<file path="src/design/sst_pkg.sv">
// ----------------------------------------------------------------------------
// sst_pkg: shared types and constants of the scoped symbol table
// request and result transfer types, request codes, table entry layout
// ----------------------------------------------------------------------------
package sst_pkg;

  localparam int unsigned DEFAULT_ENTRIES = 64;

  localparam int unsigned KEY_W   = 16;
  localparam int unsigned LEVEL_W = 8;
  localparam int unsigned TYPE_W  = 8;
  localparam int unsigned VALUE_W = 32;
  localparam int unsigned COUNT_W = 7;

  localparam logic [COUNT_W-1:0] COUNT_MAX = '1;

  // request codes
  localparam logic [1:0] REQ_ENTER = 2'd0;
  localparam logic [1:0] REQ_LOOK  = 2'd1;
  localparam logic [1:0] REQ_CLEAR = 2'd2;

  typedef struct packed {
    logic [1:0]                req_type;
    logic [KEY_W-1:0]          key;
    logic [LEVEL_W-1:0]        level;
    logic [TYPE_W-1:0]         type_in;
    logic signed [VALUE_W-1:0] value_in;
  } sst_req_t;

  typedef struct packed {
    logic                      found;
    logic [LEVEL_W-1:0]        level_out;
    logic [TYPE_W-1:0]         type_out;
    logic signed [VALUE_W-1:0] value_out;
    logic [COUNT_W-1:0]        cleared_count;
    logic                      table_full;
  } sst_rsp_t;

  // one slot of the entry memory
  typedef struct packed {
    logic [KEY_W-1:0]   key;
    logic [LEVEL_W-1:0] level;
    logic [TYPE_W-1:0]  etype;
    logic [VALUE_W-1:0] value;
  } sst_entry_t;

  // running scan state handed to the compare unit
  typedef struct packed {
    logic               hit;
    logic               free;
    logic               found;
    logic [LEVEL_W-1:0] best_level;
  } sst_track_t;

  // decisions of the compare unit for the slot under test
  typedef struct packed {
    logic hit_take;
    logic free_take;
    logic look_take;
    logic clr_take;
  } sst_flags_t;

endpackage

</file>
<file path="src/design/sst_ram.sv">
// ----------------------------------------------------------------------------
// sst_ram: simple dual-port synchronous ram
// one write port, one read port with registered read data
// ----------------------------------------------------------------------------
module sst_ram #(
  parameter int unsigned Width = 1,
  parameter int unsigned Depth = 2,
  parameter int unsigned AddrW = 1
) (
  input  logic             clk_i,
  input  logic             we_i,
  input  logic [AddrW-1:0] waddr_i,
  input  logic [Width-1:0] wdata_i,
  input  logic             re_i,
  input  logic [AddrW-1:0] raddr_i,
  output logic [Width-1:0] rdata_o
);

  logic [Width-1:0] mem_q [Depth];
  logic [Width-1:0] rdata_q;

  always_ff @(posedge clk_i) begin
    if (we_i) begin
      mem_q[waddr_i] <= wdata_i;
    end
  end

  always_ff @(posedge clk_i) begin
    if (re_i) begin
      rdata_q <= mem_q[raddr_i];
    end
  end

  assign rdata_o = rdata_q;

endmodule

</file>
<file path="src/design/sst_match.sv">
// ----------------------------------------------------------------------------
// sst_match: shared compare unit
// tests one slot against the pending request and the running scan state
// ----------------------------------------------------------------------------
module sst_match (
  input  sst_pkg::sst_req_t   req_i,
  input  logic                slot_valid_i,
  input  sst_pkg::sst_entry_t entry_i,
  input  sst_pkg::sst_track_t track_i,
  output sst_pkg::sst_flags_t flags_o
);
  import sst_pkg::*;

  logic key_eq;
  logic lvl_eq;
  logic lvl_ge;
  logic lvl_gt;

  assign key_eq = (entry_i.key == req_i.key);
  assign lvl_eq = (entry_i.level == req_i.level);
  assign lvl_ge = (entry_i.level >= req_i.level);
  assign lvl_gt = (entry_i.level > track_i.best_level);

  always_comb begin
    flags_o = '0;
    unique case (req_i.req_type)
      REQ_ENTER: begin
        flags_o.hit_take  = slot_valid_i && key_eq && lvl_eq && !track_i.hit;
        flags_o.free_take = !slot_valid_i && !track_i.free;
      end
      REQ_LOOK: begin
        flags_o.look_take = slot_valid_i && key_eq && (!track_i.found || lvl_gt);
      end
      REQ_CLEAR: begin
        flags_o.clr_take = slot_valid_i && lvl_ge;
      end
      default: begin
        flags_o = '0;
      end
    endcase
  end

endmodule

</file>
<file path="src/design/scoped_symbol_table_core.sv">
// ----------------------------------------------------------------------------
// scoped_symbol_table_core: fixed-capacity block-structured symbol table
// enter, look up and scope clear over a table scanned one slot per cycle
// ----------------------------------------------------------------------------
// usage
//   in channel (in_valid_i / in_ready_o / in_data_i) takes one request per
//   transfer: enter, look up, or clear of every level at or above a level
//   out channel (out_valid_o / out_ready_i / out_data_o) returns exactly one
//   result per request, in request order
//   each request walks every slot once through the shared compare unit,
//   reading one slot per cycle from the entry memory; an enter then has a
//   write state of its own in which it writes its slot
//   after the scan a request passes the drain state, the write state for
//   enter only, and the done state before out_valid_o rises; a new request
//   is taken only once the last one has left the done state
//   in_ready_o is high only while no request is in the scan; a finished
//   result waits in the output register and the next request may already be
//   taken, but that request cannot finish until the receiver takes the result
//   reset: valid marks live in a small memory that is swept clear slot by
//   slot after reset; in_ready_o stays low during that sweep
// ----------------------------------------------------------------------------
module scoped_symbol_table_core #(
  parameter int unsigned Entries = sst_pkg::DEFAULT_ENTRIES
) (
  input  logic              clk_i,
  input  logic              rst_ni,
  input  logic              in_valid_i,
  output logic              in_ready_o,
  input  sst_pkg::sst_req_t in_data_i,
  output logic              out_valid_o,
  input  logic              out_ready_i,
  output sst_pkg::sst_rsp_t out_data_o
);
  import sst_pkg::*;

  localparam int unsigned AW = $clog2(Entries);
  localparam logic [AW-1:0] LAST_ADDR = AW'(Entries - 1);

  // sequencer codes
  localparam logic [2:0] ST_INIT  = 3'd0; // valid mark sweep after reset
  localparam logic [2:0] ST_IDLE  = 3'd1;
  localparam logic [2:0] ST_SCAN  = 3'd2; // issue one slot read per cycle
  localparam logic [2:0] ST_DRAIN = 3'd3; // test the last slot read
  localparam logic [2:0] ST_WRITE = 3'd4; // enter writes its slot
  localparam logic [2:0] ST_DONE  = 3'd5; // hand result to output register

  logic [2:0] state_q, state_d;
  logic [AW-1:0] addr_q, addr_d;
  logic [AW-1:0] ridx_q;
  logic          rvld_q;

  sst_req_t req_q;

  // scan tracking
  logic          hit_q, free_q, found_q, full_q;
  logic [AW-1:0] hit_idx_q, free_idx_q;
  logic [LEVEL_W-1:0] best_level_q;
  logic [TYPE_W-1:0]  best_type_q;
  logic [VALUE_W-1:0] best_value_q;
  logic [COUNT_W-1:0] cnt_q;

  logic     out_valid_q;
  sst_rsp_t out_data_q;

  // memory ports
  logic          v_we, v_wdata, v_rdata;
  logic [AW-1:0] v_waddr;
  logic          e_we;
  logic [AW-1:0] e_waddr;
  sst_entry_t    e_wdata, e_rdata;
  logic          rd_en;

  sst_track_t track;
  sst_flags_t flags;
  logic       eval;
  logic       accept;
  logic       last;
  logic       out_free;

  assign accept   = in_valid_i && in_ready_o;
  assign last     = (addr_q == LAST_ADDR);
  assign eval     = rvld_q;
  assign rd_en    = (state_q == ST_SCAN);
  assign out_free = !out_valid_q || out_ready_i;

  assign in_ready_o  = (state_q == ST_IDLE);
  assign out_valid_o = out_valid_q;
  assign out_data_o  = out_data_q;

  // valid marks
  sst_ram #(
    .Width (1),
    .Depth (Entries),
    .AddrW (AW)
  ) u_valid_ram (
    .clk_i   (clk_i),
    .we_i    (v_we),
    .waddr_i (v_waddr),
    .wdata_i (v_wdata),
    .re_i    (rd_en),
    .raddr_i (addr_q),
    .rdata_o (v_rdata)
  );

  // key, level, type and value per slot
  sst_ram #(
    .Width ($bits(sst_entry_t)),
    .Depth (Entries),
    .AddrW (AW)
  ) u_entry_ram (
    .clk_i   (clk_i),
    .we_i    (e_we),
    .waddr_i (e_waddr),
    .wdata_i (e_wdata),
    .re_i    (rd_en),
    .raddr_i (addr_q),
    .rdata_o (e_rdata)
  );

  assign track.hit        = hit_q;
  assign track.free       = free_q;
  assign track.found      = found_q;
  assign track.best_level = best_level_q;

  sst_match u_match (
    .req_i        (req_q),
    .slot_valid_i (v_rdata),
    .entry_i      (e_rdata),
    .track_i      (track),
    .flags_o      (flags)
  );

  // memory write selection: sweep, clear on the fly, enter commit
  always_comb begin
    v_we    = 1'b0;
    v_waddr = ridx_q;
    v_wdata = 1'b0;
    e_we    = 1'b0;
    e_waddr = hit_idx_q;
    e_wdata.key   = req_q.key;
    e_wdata.level = req_q.level;
    e_wdata.etype = req_q.type_in;
    e_wdata.value = req_q.value_in;
    if (state_q == ST_INIT) begin
      v_we    = 1'b1;
      v_waddr = addr_q;
    end else if (eval && flags.clr_take) begin
      v_we = 1'b1;
    end else if (state_q == ST_WRITE) begin
      if (hit_q) begin
        e_we = 1'b1;
      end else if (free_q) begin
        e_we    = 1'b1;
        e_waddr = free_idx_q;
        v_we    = 1'b1;
        v_waddr = free_idx_q;
        v_wdata = 1'b1;
      end
    end
  end

  // sequencer
  always_comb begin
    state_d = state_q;
    addr_d  = addr_q;
    unique case (state_q)
      ST_INIT: begin
        if (last) begin
          addr_d  = '0;
          state_d = ST_IDLE;
        end else begin
          addr_d = addr_q + 1'b1;
        end
      end
      ST_IDLE: begin
        if (accept) begin
          addr_d  = '0;
          state_d = ST_SCAN;
        end
      end
      ST_SCAN: begin
        if (last) begin
          state_d = ST_DRAIN;
        end else begin
          addr_d = addr_q + 1'b1;
        end
      end
      ST_DRAIN: begin
        state_d = (req_q.req_type == REQ_ENTER) ? ST_WRITE : ST_DONE;
      end
      ST_WRITE: begin
        state_d = ST_DONE;
      end
      ST_DONE: begin
        if (out_free) begin
          state_d = ST_IDLE;
        end
      end
      default: begin
        state_d = ST_INIT;
        addr_d  = '0;
      end
    endcase
  end

  always_ff @(posedge clk_i or negedge rst_ni) begin
    if (!rst_ni) begin
      state_q     <= ST_INIT;
      addr_q      <= '0;
      rvld_q      <= 1'b0;
      out_valid_q <= 1'b0;
    end else begin
      state_q <= state_d;
      addr_q  <= addr_d;
      rvld_q  <= rd_en;
      if (state_q == ST_DONE && out_free) begin
        out_valid_q <= 1'b1;
      end else if (out_ready_i) begin
        out_valid_q <= 1'b0;
      end
    end
  end

  // request, scan tracking and result registers
  always_ff @(posedge clk_i) begin
    ridx_q <= addr_q;
    if (accept) begin
      req_q        <= in_data_i;
      hit_q        <= 1'b0;
      free_q       <= 1'b0;
      found_q      <= 1'b0;
      full_q       <= 1'b0;
      best_level_q <= '0;
      best_type_q  <= '0;
      best_value_q <= '0;
      cnt_q        <= '0;
    end else begin
      if (eval && flags.hit_take) begin
        hit_q     <= 1'b1;
        hit_idx_q <= ridx_q;
      end
      if (eval && flags.free_take) begin
        free_q     <= 1'b1;
        free_idx_q <= ridx_q;
      end
      if (eval && flags.look_take) begin
        found_q      <= 1'b1;
        best_level_q <= e_rdata.level;
        best_type_q  <= e_rdata.etype;
        best_value_q <= e_rdata.value;
      end
      // count saturates for tables above the count range
      if (eval && flags.clr_take && cnt_q != COUNT_MAX) begin
        cnt_q <= cnt_q + 1'b1;
      end
      if (state_q == ST_WRITE && !hit_q && !free_q) begin
        full_q <= 1'b1;
      end
    end
    if (state_q == ST_DONE && out_free) begin
      out_data_q.found         <= found_q;
      out_data_q.level_out     <= best_level_q;
      out_data_q.type_out      <= best_type_q;
      out_data_q.value_out     <= best_value_q;
      out_data_q.cleared_count <= cnt_q;
      out_data_q.table_full    <= full_q;
    end
  end

endmodule

</file>
<file path="config.mk">
export PLATFORM = sky130hd
export DESIGN_NAME = scoped_symbol_table_core
export DESIGN_NICKNAME = d
export VERILOG_FILES = /design/src/design/sst_pkg.sv /design/src/design/sst_ram.sv /design/src/design/sst_match.sv /design/src/design/scoped_symbol_table_core.sv
export SDC_FILE = /design/constraint.sdc
export NUM_CORES = 2
export LEC_CHECK = 0
export BUFFER_PORTS_ARGS = -buffer_cell sky130_fd_sc_hd__buf_4
export CAP_MARGIN = 20
export CORE_ASPECT_RATIO = 0.75
export CORE_UTILIZATION = 25
export CTS_CLUSTER_DIAMETER = 200
export CTS_CLUSTER_SIZE = 20
export DETAILED_ROUTE_END_ITERATION = 16
export GPL_TIMING_DRIVEN = 0
export SLEW_MARGIN = 10
export SYNTH_ARGS = -nofsm -noshare
export SYNTH_HDL_FRONTEND = slang
export SYNTH_MEMORY_MAX_BITS = 65536
export SYNTH_SLANG_ARGS = --single-unit
</file>
<file path="constraint.sdc">
create_clock -name clk_i -period 27.5 [get_ports clk_i]
set_input_delay 2.75 -clock clk_i [delete_from_list [all_inputs] [get_ports clk_i]]
set_output_delay 2.75 -clock clk_i [all_outputs]
set_load 0.05 [all_outputs]
</file>
==> results.toml <==
[status]
status = "completed"

[yosys]
async_flop_share = 0.00248
synth_edf_count = 4360
synth_flop_cell = "edfxtp_1"
syn_nets = 6757
ys_warn_count = 0
synthesis.instances = 6669
synth-seq-area-share = 0.790
avgSynthCellArea_sq_um = 25.2
yosysUniqueCellTypes = 63
synthesis.area_sq_um = 168000
synth-seq-cells = 4436

[placed_design]
place_hpwl_microns = 344000
port_buffers = 128
place_congestion = 0.815
pre_cts_ws_ps = 21380

[routing]
wl_microns = 482000
vias = 79800
detail_route.wl_per_cell_microns = 29.0
firstDrtPassIters = 8
antenna_left = 0
via_per_inst = 4.80
drt_first_iter_violations = 13000
drc = 0

[pwr]
leakagePower_nw = 56.9
seq_power_share = 0.658
irDropWorstVdd_uv = 63.7
p_sw_mw = 2.11
netSwitchingFraction = 0.190
p_int_mw = 8.98
pwr-share-clk = 0.341
power_mw = 11.1
powerDensity_nw_per_um2 = 56.4
comb_power_share = 0.001

[cts]
cts_tree = "built"
cts_resized = 0
cts_max_path_buffers = 4
cts_buffers = 248
cts-hold-fix-buffers = 0
ctsRootBufferMaster = "clkbuf_16"
cts_setup_buffers = 0
clkTransAtPathRegs_ps = 90
insertion_delay_ps = 980
h-tree-depth = 4
cts.sinks = 4436

[setup_path]
reg2reg_slack_ps = 21190
critPathKind = "register to register"
worstPathRequired_ps = 28150
arrival_ps = 6960
r2r-end = "u_entry_ram.mem_q[7][21]"
crit_fanout = 31
r2r_start = "e_wdata[47]"
critPathCaptureType = "register"
start_kind = "register"
rr_worst_depth = 20

[floorplanning]
io_pins = 129
rows = 260
start_util = 0.251
die_height_microns = 711
die_w_microns = 948
core-area_sq_um = 669000
dieArea_sq_um = 674000

[timing]
max_freq_ghz = 0.158
slew_violations = 0
whs_ps = 385
timing.final.ws_setup_ps = 21190
period_needed_ps = 6310
fin_skew_ps = 60.6
tns_ps = 0
slew_headroom = 0.206
rsz0062_at_grt = "false"
fin_crit_sh = 0.230
worst_slew_pin_slew_ps = 1190
finalHoldViolCount = 0
finalSetupViolCount = 0

[hold_path]
worstHoldStart = "addr_q[3]"
min_path_type = "register to register"
hold_depth = 0
min_to = "ridx_q[3]"

[cells_and_area]
nFillCells = 63400
layout-drive-gt1-share = 0.320
syn_to_final_growth_pct = 17.2
fin_nets = 7657

[global_route]
grt-ovfl-total = 0
grt_pass1_wl_microns = 655000
grt_pass1_vias = 78900
antenna_found_initial = 47
grt_usage = 0.138
grt_max_degree = 65

[run]
drv_cap = 0
cells in the mapped netlist (13+ instances only):
cell | count | share of area
nor3_1 | 35 | 0.0010
inv_1 | 20 | 0.00045
a21oi_1 | 17 | 0.00051
nand4_1 | 17 | 0.00063
buf_1 | 60 | 0.0013
dfxtp_1 | 65 | 0.0078
o21ai_0 | 13 | 0.00039
mux2i_1 | 52 | 0.0031
nand3_1 | 16 | 0.00048
clkbuf_1 | 197 | 0.0044
mux4_2 | 1365 | 0.18
nand2_1 | 30 | 0.00067
buf_2 | 72 | 0.0021
edfxtp_1 | 4360 | 0.78
ha_1 | 18 | 0.0013
nor2_1 | 183 | 0.0041
critical path, stage by stage, from the launching register on:
cell	delay, ps
edfxtp_1	740
buf_8	260
buf_8	220
inv_1	70
ha_1	310
nand2_1	70
o21ai_0	680
a31oi_2	220
o21ai_2	310
inv_2	170
buf_1	270
nor3_1	220
a21oi_1	170
nor3_2	680
buf_6	270
buf_6	180
buf_4	220
buf_4	240
buf_4	230
buf_4	230
buf_6	180
registers in the layout, summed over array words and instances (netlist names), 2 cells and up:
signal / cells
u_entry_ram.mem_q: 4096
e_wdata: 64
u_entry_ram.rdata_o: 64
u_valid_ram.mem_q: 64
out_data_o: 57
best_value_q: 32
best_level_q: 8
best_type_q: 8
cnt_q: 7
addr_q: 6
free_idx_q: 6
hit_idx_q: 6
ridx_q: 6
state_q: 3
req_q: 2
placed cells by master, fill, tap and decap left out, drive strengths merged, types with 4 or more instances in the layout:
| cell type | n |
|---|---|
| clkbuf | 573 |
| a41oi | 4 |
| or3 | 5 |
| xnor2 | 9 |
| nor3b | 4 |
| a21oi | 17 |
| xor2 | 12 |
| nand3 | 16 |
| diode | 27 |
| nand4 | 17 |
| nor2b | 10 |
| dfrtp | 11 |
| buf | 789 |
| mux4 | 1365 |
| dfxtp | 65 |
| nor4 | 9 |
| a31oi | 11 |
| nand2b | 12 |
| and3 | 5 |
| nor2 | 183 |
| ha | 18 |
| nor3 | 35 |
| edfxtp | 4360 |
| mux2i | 53 |
| o21ai | 14 |
| nand2 | 30 |
| inv | 25 |
power groups by stage:
stage	Sequential (mW)	Clock, mW	Combinational, mW
5_1_grt	7.30	4.06	0.0109
3_5_place_dp	7.45	0	0.0109
4_1_cts	7.30	3.85	0.0109
3_3_place_gp	7.45	0	0.0109
6_report	7.30	3.79	0.00989
2_1_floorplan	7.45	0	0.000114
layout make-up:
cell class	count	area [sq um]	share of cell area
diodes	27	67.6	0.000344
clock inverters	6	100	0.000509
flip-flops and latches	4436	133000	0.674
clock buffers	376	6710	0.0341
multi-input cells	1874	34300	0.174
well taps	8908	11100	0.0567
repair buffers	650	10300	0.0526
inverters	22	82.6	0.000420
plain buffers	337	1450	0.00735
metal layers:
metal | global-route usage | share of wire
met4 | 0.0350 | 0.029
met5 | 0.00113 | 0.00055
met1 | 0.194 | 0.40
met2 | 0.213 | 0.45
met3 | 0.0360 | 0.11
worst max-delay path by stage:
stage | from | end | cells after the start
final | e_wdata[47] | u_entry_ram.mem_q[7][21] | 20
after global routing | e_wdata[47] | u_entry_ram.mem_q[7][17] | 20
after CTS | e_wdata[47] | u_entry_ram.mem_q[7][17] | 20
after detailed placement | e_wdata[47] | u_entry_ram.mem_q[7][19] | 20
after global placement | e_wdata[41] | u_entry_ram.mem_q[55][18] | 9
after floorplan | e_wdata[40] | u_entry_ram.mem_q[22][0] | 9
stage by stage:
step	std cells	util	cell area, sq um
2_1_floorplan	6669	-	168000
3_3_place_gp	15700	0.269	180000
3_5_place_dp	16200	0.283	189000
4_1_cts	16600	0.294	196000
5_1_grt	16600	0.294	197000
6_report	16600	0.294	197000
cells by family (layout without fill, tap and decap cells):
kind of cell | count (synthesis) | after routing | share of synthesized area
flops | 4436 | 4436 | 0.790
mux | 1420 | 1420 | 0.187
buf+inv | 359 | 1391 | 0.00879
simple gates | 341 | 341 | 0.00937
compound gates | 74 | 74 | 0.00308
xor+xnor | 21 | 21 | 0.00110
fa+ha+maj | 18 | 18 | 0.00134
other cells | 0 | 27 | 0
Note: power is estimated with default switching activity, not from simulation.
